<file path="src/hdl/modexp_pkg.sv">
// shared types and constants of the modular exponentiation block
package modexp_pkg;

   localparam int FIELD_W = 32;

   typedef enum logic [1:0] {
      ST_IDLE,
      ST_REDUCE,
      ST_DOUBLE,
      ST_ADD
   } state_type;

   typedef enum logic {
      PH_SQUARE,
      PH_MULT
   } phase_type;

endpackage

</file>
<file path="src/hdl/modexp_addmod.sv">
// shared modular adder: (x + y + cin) mod m for x, y below m
module modexp_addmod #(
   parameter int WIDTH = 32
) (
   input  logic [WIDTH-1:0] x,
   input  logic [WIDTH-1:0] y,
   input  logic             cin,
   input  logic [WIDTH-1:0] m,
   output logic [WIDTH-1:0] r
);

   logic [WIDTH:0] sum;
   logic [WIDTH:0] diff;

   // sum stays below twice the modulus, so one subtract is enough
   assign sum  = {1'b0, x} + {1'b0, y} + {{WIDTH{1'b0}}, cin};
   assign diff = sum - {1'b0, m};
   assign r    = (sum >= {1'b0, m}) ? diff[WIDTH-1:0] : sum[WIDTH-1:0];

endmodule

</file>
<file path="src/hdl/modular_exponentiation.sv">
// from the accepted word to the result strobe: the sequencer first reduces the base, then per
// exponent bit does a square and, for a one bit, a multiply, each a double-and-add pass over
// the multiplier bits on the single shared modular adder
// a zero modulus gives its result in the cycle after the word is accepted
// one word at a time: busy stays high until the result strobe; results cannot be stalled
// synchronous reset returns the sequencer to idle with no result pending
module modular_exponentiation #(
   parameter int WIDTH = 32
) (
   input  logic                               clock,
   input  logic                               reset,
   input  logic                               start,
   output logic                               busy,
   input  logic [modexp_pkg::FIELD_W-1:0]     req_base,
   input  logic [modexp_pkg::FIELD_W-1:0]     req_exponent,
   input  logic [modexp_pkg::FIELD_W-1:0]     req_modulus,
   output logic                               rsp_strobe,
   output logic [modexp_pkg::FIELD_W-1:0]     rsp_residue,
   output logic                               rsp_zero_modulus
);
   import modexp_pkg::*;

   localparam int CNT_W = $clog2(WIDTH);
   localparam logic [CNT_W-1:0] LAST_BIT = CNT_W'(WIDTH - 1);

   state_type state_ff, state_in;
   phase_type phase_ff, phase_in;

   logic [WIDTH-1:0] mod_ff, mod_in;
   logic [WIDTH-1:0] base_ff, base_in;
   logic [WIDTH-1:0] exp_ff, exp_in;
   logic [WIDTH-1:0] acc_ff, acc_in;
   logic [WIDTH-1:0] prod_ff, prod_in;
   logic [WIDTH-1:0] mcand_ff, mcand_in;
   logic [WIDTH-1:0] mplier_ff, mplier_in;
   logic [CNT_W-1:0] bit_cnt_ff, bit_cnt_in;
   logic [CNT_W-1:0] exp_cnt_ff, exp_cnt_in;

   logic               rsp_strobe_ff, rsp_strobe_in;
   logic [FIELD_W-1:0] rsp_residue_ff, rsp_residue_in;
   logic               rsp_zero_ff, rsp_zero_in;

   logic [WIDTH-1:0] base_w, exp_w, mod_w;
   logic [WIDTH-1:0] unit_x, unit_y, unit_r;
   logic             unit_cin;
   logic [WIDTH-1:0] one_mod;
   logic             bit_last, exp_last, step_done, mul_done, need_mult, finish;

   assign base_w = WIDTH'(req_base);
   assign exp_w  = WIDTH'(req_exponent);
   assign mod_w  = WIDTH'(req_modulus);

   assign one_mod   = (mod_ff == WIDTH'(1)) ? '0 : WIDTH'(1);
   assign bit_last  = (bit_cnt_ff == '0);
   assign exp_last  = (exp_cnt_ff == '0);
   assign step_done = ((state_ff == ST_DOUBLE) && !mplier_ff[WIDTH-1]) || (state_ff == ST_ADD);
   assign mul_done  = step_done && bit_last;
   assign need_mult = (phase_ff == PH_SQUARE) && exp_ff[WIDTH-1];
   assign finish    = mul_done && !need_mult && exp_last;

   modexp_addmod #(.WIDTH(WIDTH)) u_addmod (
      .x   (unit_x),
      .y   (unit_y),
      .cin (unit_cin),
      .m   (mod_ff),
      .r   (unit_r)
   );

   // next state
   always_comb begin
      state_in = state_ff;
      case (state_ff)
         ST_IDLE: begin
            if (start && (mod_w != '0)) state_in = ST_REDUCE;
         end
         ST_REDUCE: begin
            if (bit_last) state_in = ST_DOUBLE;
         end
         ST_DOUBLE: begin
            if (mplier_ff[WIDTH-1]) state_in = ST_ADD;
            else if (finish) state_in = ST_IDLE;
         end
         ST_ADD: begin
            if (finish) state_in = ST_IDLE;
            else state_in = ST_DOUBLE;
         end
         default: state_in = ST_IDLE;
      endcase
   end

   // shared unit operands and datapath updates
   always_comb begin
      unit_x         = '0;
      unit_y         = '0;
      unit_cin       = 1'b0;
      phase_in       = phase_ff;
      mod_in         = mod_ff;
      base_in        = base_ff;
      exp_in         = exp_ff;
      acc_in         = acc_ff;
      prod_in        = prod_ff;
      mcand_in       = mcand_ff;
      mplier_in      = mplier_ff;
      bit_cnt_in     = bit_cnt_ff;
      exp_cnt_in     = exp_cnt_ff;
      rsp_strobe_in  = 1'b0;
      rsp_residue_in = rsp_residue_ff;
      rsp_zero_in    = rsp_zero_ff;
      case (state_ff)
         ST_IDLE: begin
            if (start) begin
               if (mod_w == '0) begin
                  rsp_strobe_in  = 1'b1;
                  rsp_residue_in = '0;
                  rsp_zero_in    = 1'b1;
               end else begin
                  mod_in     = mod_w;
                  base_in    = base_w;
                  exp_in     = exp_w;
                  acc_in     = '0;
                  bit_cnt_in = LAST_BIT;
               end
            end
         end
         ST_REDUCE: begin
            // base mod m, one base bit per cycle
            unit_x     = acc_ff;
            unit_y     = acc_ff;
            unit_cin   = base_ff[WIDTH-1];
            acc_in     = unit_r;
            base_in    = base_ff << 1;
            bit_cnt_in = bit_cnt_ff - CNT_W'(1);
            if (bit_last) begin
               base_in    = unit_r;
               acc_in     = one_mod;
               mcand_in   = one_mod;
               mplier_in  = one_mod;
               prod_in    = '0;
               bit_cnt_in = LAST_BIT;
               exp_cnt_in = LAST_BIT;
               phase_in   = PH_SQUARE;
            end
         end
         ST_DOUBLE, ST_ADD: begin
            if (state_ff == ST_DOUBLE) begin
               unit_x = prod_ff;
               unit_y = prod_ff;
            end else begin
               unit_x = prod_ff;
               unit_y = mcand_ff;
            end
            prod_in = unit_r;
            if (step_done) begin
               mplier_in  = mplier_ff << 1;
               bit_cnt_in = bit_cnt_ff - CNT_W'(1);
            end
            if (mul_done) begin
               acc_in = unit_r;
               if (need_mult) begin
                  phase_in   = PH_MULT;
                  mcand_in   = unit_r;
                  mplier_in  = base_ff;
                  prod_in    = '0;
                  bit_cnt_in = LAST_BIT;
               end else begin
                  exp_in = exp_ff << 1;
                  if (exp_last) begin
                     rsp_strobe_in  = 1'b1;
                     rsp_residue_in = FIELD_W'(unit_r);
                     rsp_zero_in    = 1'b0;
                  end else begin
                     exp_cnt_in = exp_cnt_ff - CNT_W'(1);
                     phase_in   = PH_SQUARE;
                     mcand_in   = unit_r;
                     mplier_in  = unit_r;
                     prod_in    = '0;
                     bit_cnt_in = LAST_BIT;
                  end
               end
            end
         end
         default: begin
            rsp_strobe_in = 1'b0;
         end
      endcase
   end

   always_ff @(posedge clock) begin
      if (reset) begin
         state_ff      <= ST_IDLE;
         phase_ff      <= PH_SQUARE;
         bit_cnt_ff    <= '0;
         exp_cnt_ff    <= '0;
         rsp_strobe_ff <= 1'b0;
      end else begin
         state_ff      <= state_in;
         phase_ff      <= phase_in;
         bit_cnt_ff    <= bit_cnt_in;
         exp_cnt_ff    <= exp_cnt_in;
         rsp_strobe_ff <= rsp_strobe_in;
      end
   end

   always_ff @(posedge clock) begin
      mod_ff         <= mod_in;
      base_ff        <= base_in;
      exp_ff         <= exp_in;
      acc_ff         <= acc_in;
      prod_ff        <= prod_in;
      mcand_ff       <= mcand_in;
      mplier_ff      <= mplier_in;
      rsp_residue_ff <= rsp_residue_in;
      rsp_zero_ff    <= rsp_zero_in;
   end

   assign busy             = (state_ff != ST_IDLE);
   assign rsp_strobe       = rsp_strobe_ff;
   assign rsp_residue      = rsp_residue_ff;
   assign rsp_zero_modulus = rsp_zero_ff;

   a_zero_mod_fast: assert property (@(posedge clock) disable iff (reset)
      (start && !busy && (mod_w == '0)) |=> (rsp_strobe && rsp_zero_modulus))
      else $error("zero modulus word not answered in one cycle");

   a_no_strobe_busy: assert property (@(posedge clock) disable iff (reset)
      rsp_strobe |-> !busy)
      else $error("result strobe while sequencer busy");

   a_operands_reduced: assert property (@(posedge clock) disable iff (reset)
      ((state_ff == ST_DOUBLE) || (state_ff == ST_ADD)) |->
         ((prod_ff < mod_ff) && (mcand_ff < mod_ff)))
      else $error("product operand not below modulus");

   a_result_reduced: assert property (@(posedge clock) disable iff (reset)
      (rsp_strobe && !rsp_zero_modulus) |-> (acc_ff < mod_ff))
      else $error("residue not below modulus");

   a_busy_from_start: assert property (@(posedge clock) disable iff (reset)
      $rose(busy) |-> $past(start))
      else $error("sequencer left idle without a start");

endmodule

</file>
<file path="config.mk">
export PLATFORM = sky130hd
export DESIGN_NAME = modular_exponentiation
export DESIGN_NICKNAME = d
export VERILOG_FILES = /design/src/hdl/modexp_pkg.sv /design/src/hdl/modexp_addmod.sv /design/src/hdl/modular_exponentiation.sv
export SDC_FILE = /design/constraint.sdc
export NUM_CORES = 1
export LEC_CHECK = 0
export BUFFER_PORTS_ARGS = -buffer_cell sky130_fd_sc_hd__buf_2
export CORE_MARGIN = 2
export CORE_UTILIZATION = 35
export CTS_CLUSTER_DIAMETER = 120
export CTS_CLUSTER_SIZE = 40
export DETAILED_ROUTE_END_ITERATION = 7
export RECOVER_POWER = 100
export REMOVE_ABC_BUFFERS = 1
export SLEW_MARGIN = 20
export SYNTH_ARGS = -nofsm -noshare
export SYNTH_HDL_FRONTEND = slang
export SYNTH_SLANG_ARGS = --single-unit
</file>
<file path="constraint.sdc">
create_clock -name clock -period 7 [get_ports clock]
set_input_delay 0.35 -clock clock [delete_from_list [all_inputs] [get_ports clock]]
set_output_delay 0.35 -clock clock [all_outputs]
set_load 0.01 [all_outputs]
</file>
Word-level counts from Yosys, hierarchy flattened
Cells that the tools add are included.
{"block": "totals", "mem_count": 0, "register_bits": 271, "latch_bits": 0, "in_bits": 99, "wordCells": 143, "rom_bits": 0, "mem_bits_rw": 0, "output_inout_bits": 35}
{"block": "classes", "order_cmp": 1, "n_addsub": 5, "n_div": 0, "reduce_logical": 29, "n_shift": 0, "n_mux": 77, "bitwise": 2, "eq_ne": 15, "multipliers": 0}
{"operator": "32-bit two-way mux", "count": 30}
{"operator": "32-bit case mux with 2 select lines", "count": 8}
{"operator": "32-bit case mux with 3 select lines", "count": 1}
{"operator": "5-bit two-way mux", "count": 11}
{"operator": "32-bit by 32-bit adder with 33-bit output", "count": 1}
{"operator": "33-bit by 1-bit adder with 33-bit output", "count": 1}
{"operator": "33-bit by 32-bit greater-or-equal comparator with 1-bit output", "count": 1}
{"operator": "32-bit by 1-bit equality test with 1-bit output (second input constant)", "count": 1}
{"operator": "32-bit zero test", "count": 1}
{"operator": "32-bit nonzero test", "count": 1}
{"operator": "32-bit subtractor", "count": 1}
{"operator": "2-bit inequality test (second input constant)", "count": 9}
{"operator": "1-bit two-way mux", "count": 16}
{"operator": "5-bit case mux with 3 select lines", "count": 1}
{"operator": "3-bit AND reduction", "count": 4}
{"operator": "5-bit zero test", "count": 2}
{"operator": "2-bit two-way mux", "count": 5}
{"operator": "5-bit case mux with 2 select lines", "count": 1}
{"operator": "5-bit AND reduction", "count": 2}
{"operator": "5-bit by 1-bit subtractor with 5-bit output (second input constant)", "count": 2}
{"operator": "2-bit case mux with 4 select lines", "count": 1}
{"operator": "2-bit nonzero test", "count": 4}
{"operator": "1-bit logical AND", "count": 6}
{"operator": "3-bit inequality test (second input constant)", "count": 2}
{"operator": "other kinds (11)", "count": 17}

Depth between registers and ports, before layout
Gate-level depths: netlist of run 1.
{"block": "logic_depth", "depth_word": 11, "mapped_depth": 29, "mapped_depth_nobuf": 24}

Modules after synthesis
A second synthesis of run 1 with hierarchy kept.
{"block": "unflattened", "hier_cells": 1632, "hier_area_um2": 16757.3}
{"mod": "modular_exponentiation", "cells_per_inst": 1059, "area_per_inst_um2": 12608.3, "n_inst": 1}
{"mod": "modexp_addmod", "cells_per_inst": 573, "area_per_inst_um2": 4149.0, "n_inst": 1}

Least setup slack after synthesis of run 1
Ideal clock, no wire load.
{"block": "synth_path", "path_type": "register -> register", "startpoint": "register state_ff[1]", "endpoint": "register base_ff[29] (data pin)", "arrival_ns": 5.658, "required_time_ns": 6.730, "path_buffers": 8, "stages_incl_launch_ff": 27, "path_slack_ns": 1.072, "cell_sequence": "dfxtp_1 -> clkbuf_1 -> clkbuf_1 -> clkbuf_1 -> clkbuf_1 -> a22o_1 -> ha_1 -> buf_2 -> or3_1 -> o2111a_1 -> a2111oi_2 -> a21o_1 -> o21a_1 -> o31ai_1 -> xor2_1 -> ha_1 -> buf_2 -> nand4_1 -> or2_2 -> nand2b_1 -> o221ai_1 -> a21oi_1 -> o211ai_2 -> buf_2 -> buf_2 -> mux2i_1 -> o21ai_0"}
{"block": "synth_between", "elab_chain_len": 9}
{"element": "from (decl)", "line_no": "modular_exponentiation.sv:26", "text": "state_type state_ff, state_in;"}
{"element": "from (signal assigned)", "line_no": "modular_exponentiation.sv:196", "text": "state_ff <= state_in;"}
{"element": "2-bit equality test, on equally long branches", "line_no": "modular_exponentiation.sv:109, modular_exponentiation.sv:145"}
{"element": "2-bit OR reduction / 32-bit two-way mux (equally long branches)", "line_no": "modular_exponentiation.sv:109, modular_exponentiation.sv:145"}
{"element": "32-bit case mux with 2 select lines", "line_no": "modular_exponentiation.sv:109", "text": "case (state_ff)"}
{"element": "32-bit by 32-bit adder with 33-bit output", "line_no": "modexp_addmod.sv:16", "text": "assign sum = {1'b0, x} + {1'b0, y} + {{WIDTH{1'b0}}, cin};"}
{"element": "33-bit by 1-bit adder with 33-bit output", "line_no": "modexp_addmod.sv:16"}
{"element": "32-bit subtractor / 33-bit by 32-bit greater-or-equal comparator with 1-bit output (equally long branches)", "line_no": "modexp_addmod.sv:17, modexp_addmod.sv:18"}
{"element": "32-bit two-way mux", "line_no": "modexp_addmod.sv:18", "text": "assign r = (sum >= {1'b0, m}) ? diff[WIDTH-1:0] : sum[WIDTH-1:0];"}
{"element": "32-bit two-way mux", "line_no": "modular_exponentiation.sv:133", "text": "if (bit_last) begin"}
{"element": "32-bit case mux with 2 select lines (*)", "line_no": "modular_exponentiation.sv:109"}
{"element": "net base_in[29]", "line_no": "modular_exponentiation.sv:30", "text": "logic [WIDTH-1:0] base_ff, base_in;"}
{"element": "to (signal assigned)", "line_no": "modular_exponentiation.sv:206", "text": "base_ff <= base_in;"}
{"element": "to (decl)", "line_no": "modular_exponentiation.sv:30"}
The timed path passes the listed nets; every way through them passes the cells marked *.
A chain may end at the register's enable or synchronous reset.

Final worst setup path of run 1
{"block": "layout_path", "startpoint": "register state_ff[1]", "endpoint": "register prod_ff[19] (data pin)"}
{"block": "layout_between", "elab_chain_len": 11}
{"element": "2-bit equality test, on equally long branches", "line_no": "modular_exponentiation.sv:56, modular_exponentiation.sv:109, modular_exponentiation.sv:145"}
{"element": "2-bit OR reduction / 32-bit two-way mux (equally long branches)", "line_no": "modular_exponentiation.sv:109, modular_exponentiation.sv:145"}
{"element": "32-bit case mux with 2 select lines", "line_no": "modular_exponentiation.sv:109"}
{"element": "32-bit by 32-bit adder with 33-bit output", "line_no": "modexp_addmod.sv:16"}
{"element": "33-bit by 1-bit adder with 33-bit output", "line_no": "modexp_addmod.sv:16"}
{"element": "32-bit subtractor / 33-bit by 32-bit greater-or-equal comparator with 1-bit output (equally long branches)", "line_no": "modexp_addmod.sv:17, modexp_addmod.sv:18"}
{"element": "32-bit two-way mux", "line_no": "modexp_addmod.sv:18"}
{"element": "32-bit two-way mux", "line_no": "modular_exponentiation.sv:167", "text": "if (exp_last) begin"}
{"element": "32-bit two-way mux", "line_no": "modular_exponentiation.sv:159", "text": "if (need_mult) begin"}
{"element": "32-bit two-way mux", "line_no": "modular_exponentiation.sv:157", "text": "if (mul_done) begin"}
{"element": "32-bit case mux with 2 select lines (*)", "line_no": "modular_exponentiation.sv:109"}
{"element": "to (signal assigned)", "line_no": "modular_exponentiation.sv:209", "text": "prod_ff <= prod_in;"}
{"element": "to (decl)", "line_no": "modular_exponentiation.sv:33", "text": "logic [WIDTH-1:0] prod_ff, prod_in;"}
Every way passes the cells marked *; elsewhere a longest branch is shown, timed or not.

==> out/summary.txt, run 1 <==
status - complete, but fails checks
failing checks - capacitance limit, slew limit
top sig layer - met4
Layout Nets - 1898
total wire length - 47.7 mm
GP Congestion - 0.885
Routed met1 length - 20.3 mm
maxcap violations - 8
Netlist cell types - 68
CTS H-tree lvls - 1
Multi-input gate area - 7590 µm²
initial antenna violation count - 0
Tightest Pin Transition - 2.74 ns
register area - 8000 µm²
die area - 48000 µm²
Crit Reg-Reg Startpoint - state_ff[1]
period utilization - 91.0%
Clk Latency, worst-skew pair - 0.53 ns
crit path from - state_ff[1]
Mean Syn Cell Area - 10.1 µm²
Initial Util - 35.6%
Fmax - 157 MHz
DRC viols - 0
P_int - 3.38 mW
clock tree buffer depth - 3
width of the die - 219 µm
crit-path leading delay family - compound AO/OA/AOI/OAI gates
hold wc startpoint - req_modulus[13]
critical path fanouts, max - 29
Buf+Inv Stages, Crit Path - 4
Finish-stage setup viols - 0
min Tclk post-route - 6.37 ns
most frequent cells in the layout - edfxtp_1 (257), nor2_1 (170), nand2_1 (149)
# diodes - 0
Chip Height - 219 µm
Critical Path Start Type - register
Initial DRC Count - 1156
Power Density - 319 nW/µm²
CP Data Required Time - 7.20 ns
endpoint type of the worst setup path - register
Detail Placement HPWL - 34.4 mm
clk slew on worst S/H paths - 0.15 ns
RSZ-0062 raised after global routing - false
slowest stage delay, CP - 0.50 ns
worst hold margin - 0.0230 ns
PostCTS Resize Cnt - 0
Post-synth ARST share - 0%
Slowest-stage cell, CP - a2111oi_0
layout cells sized above 1 - 10.7%
Fin. Hold Viols - 0
TritonCTS clock tree - done
Reg power frac - 38.5%
fillers - 4620
TritonCTS buffer count - 11
Post-synth EDFFs - 257
skew final - 0.0420 ns
Slew headroom - -84.1%
Seq cells post-synth - 271
Critical Path AT - 6.57 ns
Slew Limit Fails - 269
Core Util, Final - 39.8%
WL per Instance - 20.4 µm
Power Total - 5.77 mW
Worst Path Class, Setup - register to register
Syn-to-layout area delta - 11.8%
met3 wire len - 2.61 mm
Sw Share - 41.4%
synthesized area - 16200 µm²
DR vias/cell - 5.60
Site Rows - 78
Total Routing Usage GR - 19.8%
# port buffers - 133
Synth Instances - 1602
post-CTS setup buffer count - 0
CTS Root Cell - clkbuf_16
Switch Pwr - 2.39 mW
P_leak - 6.76 nW
remaining global-route overflow - 0
Hold WC Path Type - input port to register
I/O pin count - 134
Seq/Total Area, Yosys - 49.4%
most used cell, CP - a21oi_1
DRT antenna net count - 0
Synth Warn # - 0
Logic pwr share - 45.7%
share of total power in the clock network - 15.9%
CTS sink cnt - 271
Peak VDD IR - 153 µV
via count - 13075
vias in the first global route - 12912
core box area - 45500 µm²
global-route wire length before repair - 74.2 mm
DR WL met2 - 23.2 mm
largest net degree at the start of global routing - 54
Top FF cell, synth - edfxtp_1
most common cell after layout, fill and taps aside - edfxtp_1
CP cell instances - nor2b_4 -> buf_4 -> nand2_1 -> o21ai_0 -> ha_1 -> a21oi_1 -> o211ai_1 -> a2111oi_0 -> a21o_1 -> o21a_1 -> o31ai_1 -> xor2_1 -> ha_1 -> a21oi_1 -> o221ai_1 -> a21oi_1 -> o221ai_1 -> a21oi_1 -> o211ai_4 -> buf_12 -> o21ai_0 -> clkbuf_4 -> buf_4 -> nor2_1
DR pass1 iterations - 5
## final timing paths
path | end | slack (ns) | depth (start not counted)
setup / recovery | prod_ff[19] | 0.63 | 24
hold / removal | mod_ff[13] | 0.02 | 1
setup reg to reg | prod_ff[19] | 0.63 | 24
hold reg to reg | bit_cnt_ff[3] | 0.52 | 1
## flip-flops by register name (all words and copies together) (netlist names)
name	flops
mplier_ff	32
exp_cnt_ff	5
mcand_ff	32
phase_ff	1
state_ff	2
base_ff	32
mod_ff	32
acc_ff	32
rsp_strobe	1
bit_cnt_ff	5
rsp_zero_modulus	1
prod_ff	32
rsp_residue	32
exp_ff	32
## worst register-to-register path: cells and delay by family, from the launching register on
kind	cells	cell delay, ns
buf+inv	4	0.88
flops	1	0.46
compound gates	14	3.33
fa+ha+maj	2	0.73
simple gates	3	0.39
xor+xnor	1	0.26
## cells in the mapped netlist (12+ instances only)
cell type | instances | area share, %
mux2_2 | 33 | 2.3
nor3_1 | 28 | 0.87
nand2_1 | 150 | 3.5
dfxtp_1 | 14 | 1.7
a22o_1 | 31 | 1.7
edfxtp_1 | 257 | 48
o21a_1 | 15 | 0.70
nand3_1 | 14 | 0.43
a21o_1 | 30 | 1.4
nand4_1 | 17 | 0.66
mux2i_1 | 60 | 3.7
and3_1 | 16 | 0.62
and2_1 | 21 | 0.81
a221oi_1 | 12 | 0.65
nor2_1 | 176 | 4.1
xnor2_1 | 21 | 1.1
inv_1 | 68 | 1.6
o21ai_0 | 125 | 3.9
nor4_1 | 24 | 0.93
xor2_1 | 30 | 1.6
clkbuf_1 | 76 | 1.8
nand2b_1 | 14 | 0.54
a21oi_1 | 122 | 3.8
a211oi_1 | 24 | 1.1
ha_1 | 65 | 5.0
a31oi_1 | 14 | 0.54
## kinds of logic after synthesis
kind of cell	count (synthesis)	synth area share, %
AO/OA/AOI/OAI	459	18.4
flip-flops	271	49.4
multiplexers	93	6.01
XOR/XNOR	51	2.76
adder cells (fa/ha/maj)	68	5.40
buffers and inverters	161	3.82
AND/OR/NAND/NOR	499	14.2
## layer usage
layer / track usage (%) / up-vias
met3: 2.43 / 82
met2: 34.0 / 426
met1: 26.0 / 6351
li1: - / 6216
met5: 0 / -
met4: 6.51 / 0
## power by group through the flow
stage / logic (mW) / clock network [mW] / registers [mW]
floorplan: 1.66 / 0 / 2.23
global placement: 2.72 / 0 / 2.24
detailed placement: 2.73 / 0 / 2.25
CTS: 2.75 / 0.944 / 2.21
global route: 2.90 / 0.983 / 2.25
finish: 2.64 / 0.916 / 2.22
## layout make-up
class | instances | share of cell area [%]
Timing Repair Buffer | 209 | 6.03
Multi-Input combinational cell | 1170 | 42.0
Clock inverter | 5 | 0.609
Clock buffer | 12 | 1.54
Sequential cell | 271 | 44.3
Inverter | 68 | 1.42
Tap cell | 600 | 4.15
## repair_timing
| item | 4_1_cts | 5_1_grt |
|---|---|---|
| endpoints found under the hold margin | 8 | 1 |
| hold buffers | 8 | 1 |
| endpoints found under the setup margin | 0 | 0 |
## stage by stage
| stage | instances | setup slack [ns] | instance area, µm² | setup TNS [ns] |
|---|---|---|---|---|
| 5_1_grt | 2335 | 0.186 | 18100 | 0 |
| 6_report | 2335 | 0.630 | 18100 | 0 |
| 2_1_floorplan | 1509 | -2.79 | 15800 | -593.49 |
| 3_5_place_dp | 2309 | 0.928 | 17800 | 0 |
| 4_1_cts | 2334 | 0.894 | 18300 | 0 |
| 3_3_place_gp | 2309 | 0.971 | 17800 | 0 |
Power figures use the tool's default switching activity.
==> run 2: changes to the inputs <==
--- a/config.mk
+++ b/config.mk
@@ -5,10 +5,11 @@
 export SDC_FILE = /design/constraint.sdc
 export NUM_CORES = 1
 export LEC_CHECK = 0
+export ABC_AREA = 1
 export BUFFER_PORTS_ARGS = -buffer_cell sky130_fd_sc_hd__buf_2
 export CORE_MARGIN = 2
 export CORE_UTILIZATION = 35
-export CTS_CLUSTER_DIAMETER = 120
+export CTS_CLUSTER_DIAMETER = 150
 export CTS_CLUSTER_SIZE = 40
 export DETAILED_ROUTE_END_ITERATION = 7
 export RECOVER_POWER = 100
==> run 2 against run 1 <==
Against the previous run:
- global-route usage is 3.1 points higher
- synthesized area is 2.7% higher
- core utilization is 0.75 points lower
- hold slack worse by 0.0033 ns
- final cell count is 16% higher
- die area is 2.6% higher
- highest routed layer unchanged
- clock-buffer cell count is 2 higher
- the run still ends with capacitance limit, slew limit left
- clock power is 7.2% lower
- sequential power is 15% higher
- flip-flop and latch count stayed put
==> out/summary.txt, run 2 <==
status - complete, but fails checks
failing checks - capacitance limit, slew limit
Compound-Gate Fraction of Synth Area - 13.6% (-4.8 points)
largest net degree at the start of global routing - 102 (+89%)
clock tree buffer depth - 3 (unchanged)
crit path from - state_ff[0]
largest family of logic cells by synthesized area - simple AND/OR/NAND/NOR gates
placed insts - 2693 (+17%)
simple-gate share of the synthesized area - 23.2% (+9.0 points)
top cells by count, synth - nand2_1 (573), edfxtp_1 (257), inv_1 (226)
Tightest Pin Transition - 4.32 ns (+1.57 ns)
Mean Syn Cell Area - 8.30 µm² (-18%)
core box area - 46700 µm² (+2.6%)
hold wc startpoint - req_modulus[1]
Power Total - 8.24 mW (+43%)
PostCTS Resize Cnt - 0 (unchanged)
post-synth top area cell - edfxtp_1
most frequent cells in the layout - nand2_1 (572), edfxtp_1 (257), inv_1 (229)
slowest stage delay, CP - 0.64 ns (+0.14 ns)
most used cell, CP - nand2_1
Site Rows - 79 (+1.3%)
Seq cells post-synth - 271 (unchanged)
Worst R2R Setup Slack - 0.39 ns (-0.24 ns)
Power Density - 453 nW/µm² (+42%)
setup TNS - 0 ns (unchanged)
RR Endpoint - base_ff[8]
FF-to-FF path depth - 35 (+46%)
min Tclk post-route - 6.61 ns (+0.240 ns)
Buf+Inv Stages, Crit Path - 9 (+5)
initial antenna violation count - 0 (unchanged)
DR vias/cell - 5.41 (-3.5%)
mux cell area share after synthesis - 0% (-6.0 points)
Slew headroom - -188% (-100 points)
synthesized area - 16600 µm² (+2.7%)
TritonCTS clock tree - done
Layout Nets - 2272 (+20%)
# port buffers - 133 (unchanged)
total wire length - 57.1 mm (+20%)
skew final - 0.0431 ns (+0.00112 ns)
vias in the first global route - 14442 (+12%)
GP Congestion - 0.964 (+9.0%)
Finish-stage setup viols - 0 (unchanged)
Peak VDD IR - 213 µV (+39%)
width of the die - 222 µm (+1.3%)
Worst Path Class, Setup - register to register
xor/xnor share of the synthesized area - 2.48% (-0.28 points)
fillers - 4842 (+4.8%)
Synth Warn # - 0 (unchanged)
Initial Util - 35.6% (about the same)
clk slew on worst S/H paths - 0.15 ns (about the same)
via count - 14683 (+12%)
Final Non-Filler Cells - 2716 (+16%)
Post-Synth Adder-Cell Area - 5.26% (-0.14 points)
Top FF cell, synth - edfxtp_1
Post-synth EDFFs - 257 (unchanged)
CTS Root Cell - clkbuf_16
Slowest-stage cell, CP - inv_1
DR pass1 iterations - 5 (unchanged)
Fin. Hold Viols - 0 (unchanged)
CTS H-tree lvls - 1 (unchanged)
Fmax - 151 MHz (-3.6%)
Chip Height - 222 µm (+1.3%)
Synth top area share - 46.5% (-1.2 points)
Clk Latency, worst-skew pair - 0.53 ns (about the same)
I/O pin count - 134 (unchanged)
WP depth - 35 (+46%)
most common cell in the synthesized netlist - nand2_1
Synth Instances - 2000 (+25%)
WL per Instance - 21.0 µm (+3.1%)
Crit Reg-Reg Startpoint - state_ff[0]
Detail Placement HPWL - 41.7 mm (+21%)
Post-synth ARST share - 0% (unchanged)
period utilization - 94.4% (+3.4 points)
TritonCTS buffer count - 11 (unchanged)
global-route wire length before repair - 86.9 mm (+17%)
maxcap violations - 7 (-1)
remaining global-route overflow - 0 (unchanged)
P_leak - 7.81 nW (+16%)
layout cells sized above 1 - 7.11% (-3.6 points)
Seq/Total Area, Yosys - 48.2% (-1.3 points)
critical path fanouts, max - 20 (-31%)
most common cell after layout, fill and taps aside - nand2_1
DRC viols - 0 (unchanged)
RSZ-0062 raised after global routing - false
crit path capture - base_ff[8]
worst hold margin - 0.0197 ns (-0.00329 ns)
ranking of synthesized cells by area - edfxtp_1 (46%), nand2_1 (13%), inv_1 (5.1%)
crit-path leading delay family - simple AND/OR/NAND/NOR gates
CP Data Required Time - 7.26 ns (+0.06 ns)
Slew Limit Fails - 267 (-0.74%)
DRT antenna net count - 0 (unchanged)
Total Routing Usage GR - 22.9% (+3.1 points)
endpoint type of the worst setup path - register
Critical Path AT - 6.87 ns (+0.30 ns)
Syn-to-layout area delta - 9.57%
die area - 49200 µm² (+2.6%)
Initial DRC Count - 1490 (+29%)
Netlist cell types - 51 (-25%)
Hold WC Path Type - input port to register
# diodes - 0 (unchanged)
Critical Path Start Type - register
CTS sink cnt - 271 (unchanged)
## run 2: cell count changes after synthesis, sizes merged, moves of 32 or more
cell / change
inv: +170
o21ai: -32
mux2: -33
nand3: +87
mux2i: -60
nand2: +426
## run 2: logic make-up after synthesis
kind of cell | after synthesis
AO/OA/AOI/OAI | 363
XOR/XNOR | 47
adder cells (fa/ha/maj) | 68
buffers and inverters | 314
flip-flops | 271
AND/OR/NAND/NOR | 937
## run 2: through the flow
| step | util [%] | cell area, µm² | worst slack (ns) |
|---|---|---|---|
| 6_report | 39.0 | 18200 | 0.390 |
| 5_1_grt | 39.0 | 18200 | 0.0674 |
| 4_1_cts | 39.3 | 18300 | 0.723 |
| 3_5_place_dp | 38.5 | 18000 | 0.767 |
| 3_3_place_gp | 38.5 | 18000 | 0.756 |
| 2_1_floorplan | - | 16300 | -0.117 |
## run 2: worst min path at each step
stage                                to  slack (ns)  cells after the start
after global placement    exp_cnt_ff[0]        0.45                      1
after detailed placement  bit_cnt_ff[3]        0.47                      2
final                         mod_ff[1]        0.02                      1
after global routing         mod_ff[11]      0.0003                      1
after CTS                     mod_ff[0]      0.0003                      1
after floorplan           bit_cnt_ff[3]        0.42                      1
## run 2: per-layer routing
layer / GRT usage, % / share of wire [%] / wire length (µm)
met5: 0 / 0 / 0
met4: 6.17 / 2.5 / 1420
met3: 2.12 / 6.8 / 3870
met2: 39.4 / 48 / 27500
met1: 30.9 / 43 / 24400
## run 2: worst register-to-register path: cells and delay by family (launching register included)
kind | cells | cell delay [ns]
AND/OR/NAND/NOR | 18 | 2.27
adder cells (fa/ha/maj) | 2 | 0.65
XOR/XNOR | 1 | 0.36
flip-flops | 1 | 0.61
AO/OA/AOI/OAI | 5 | 0.65
buffers and inverters | 9 | 1.80
## run 2: timing repair
item	CTS	global route
endpoints found under the hold margin	3	3
setup buffers	0	0
hold buffers	3	3
## run 2: report_power, final
part,switching (mW),internal [mW]
clock,0.542,0.308
sequential,0.168,2.38
combinational,3.53,1.31
total,4.24,4.00
## run 2: area by class of cell
cell class                 count  area (µm²)  area share, %
clock inverter                 3        46.3          0.254
tap                          607         759           4.17
clock buffer                  14         287           1.57
sequential                   271        8000           44.0
timing repair buffer         167         850           4.67
multi-input combinational   1415        7360           40.4
inverter                     239         898           4.94
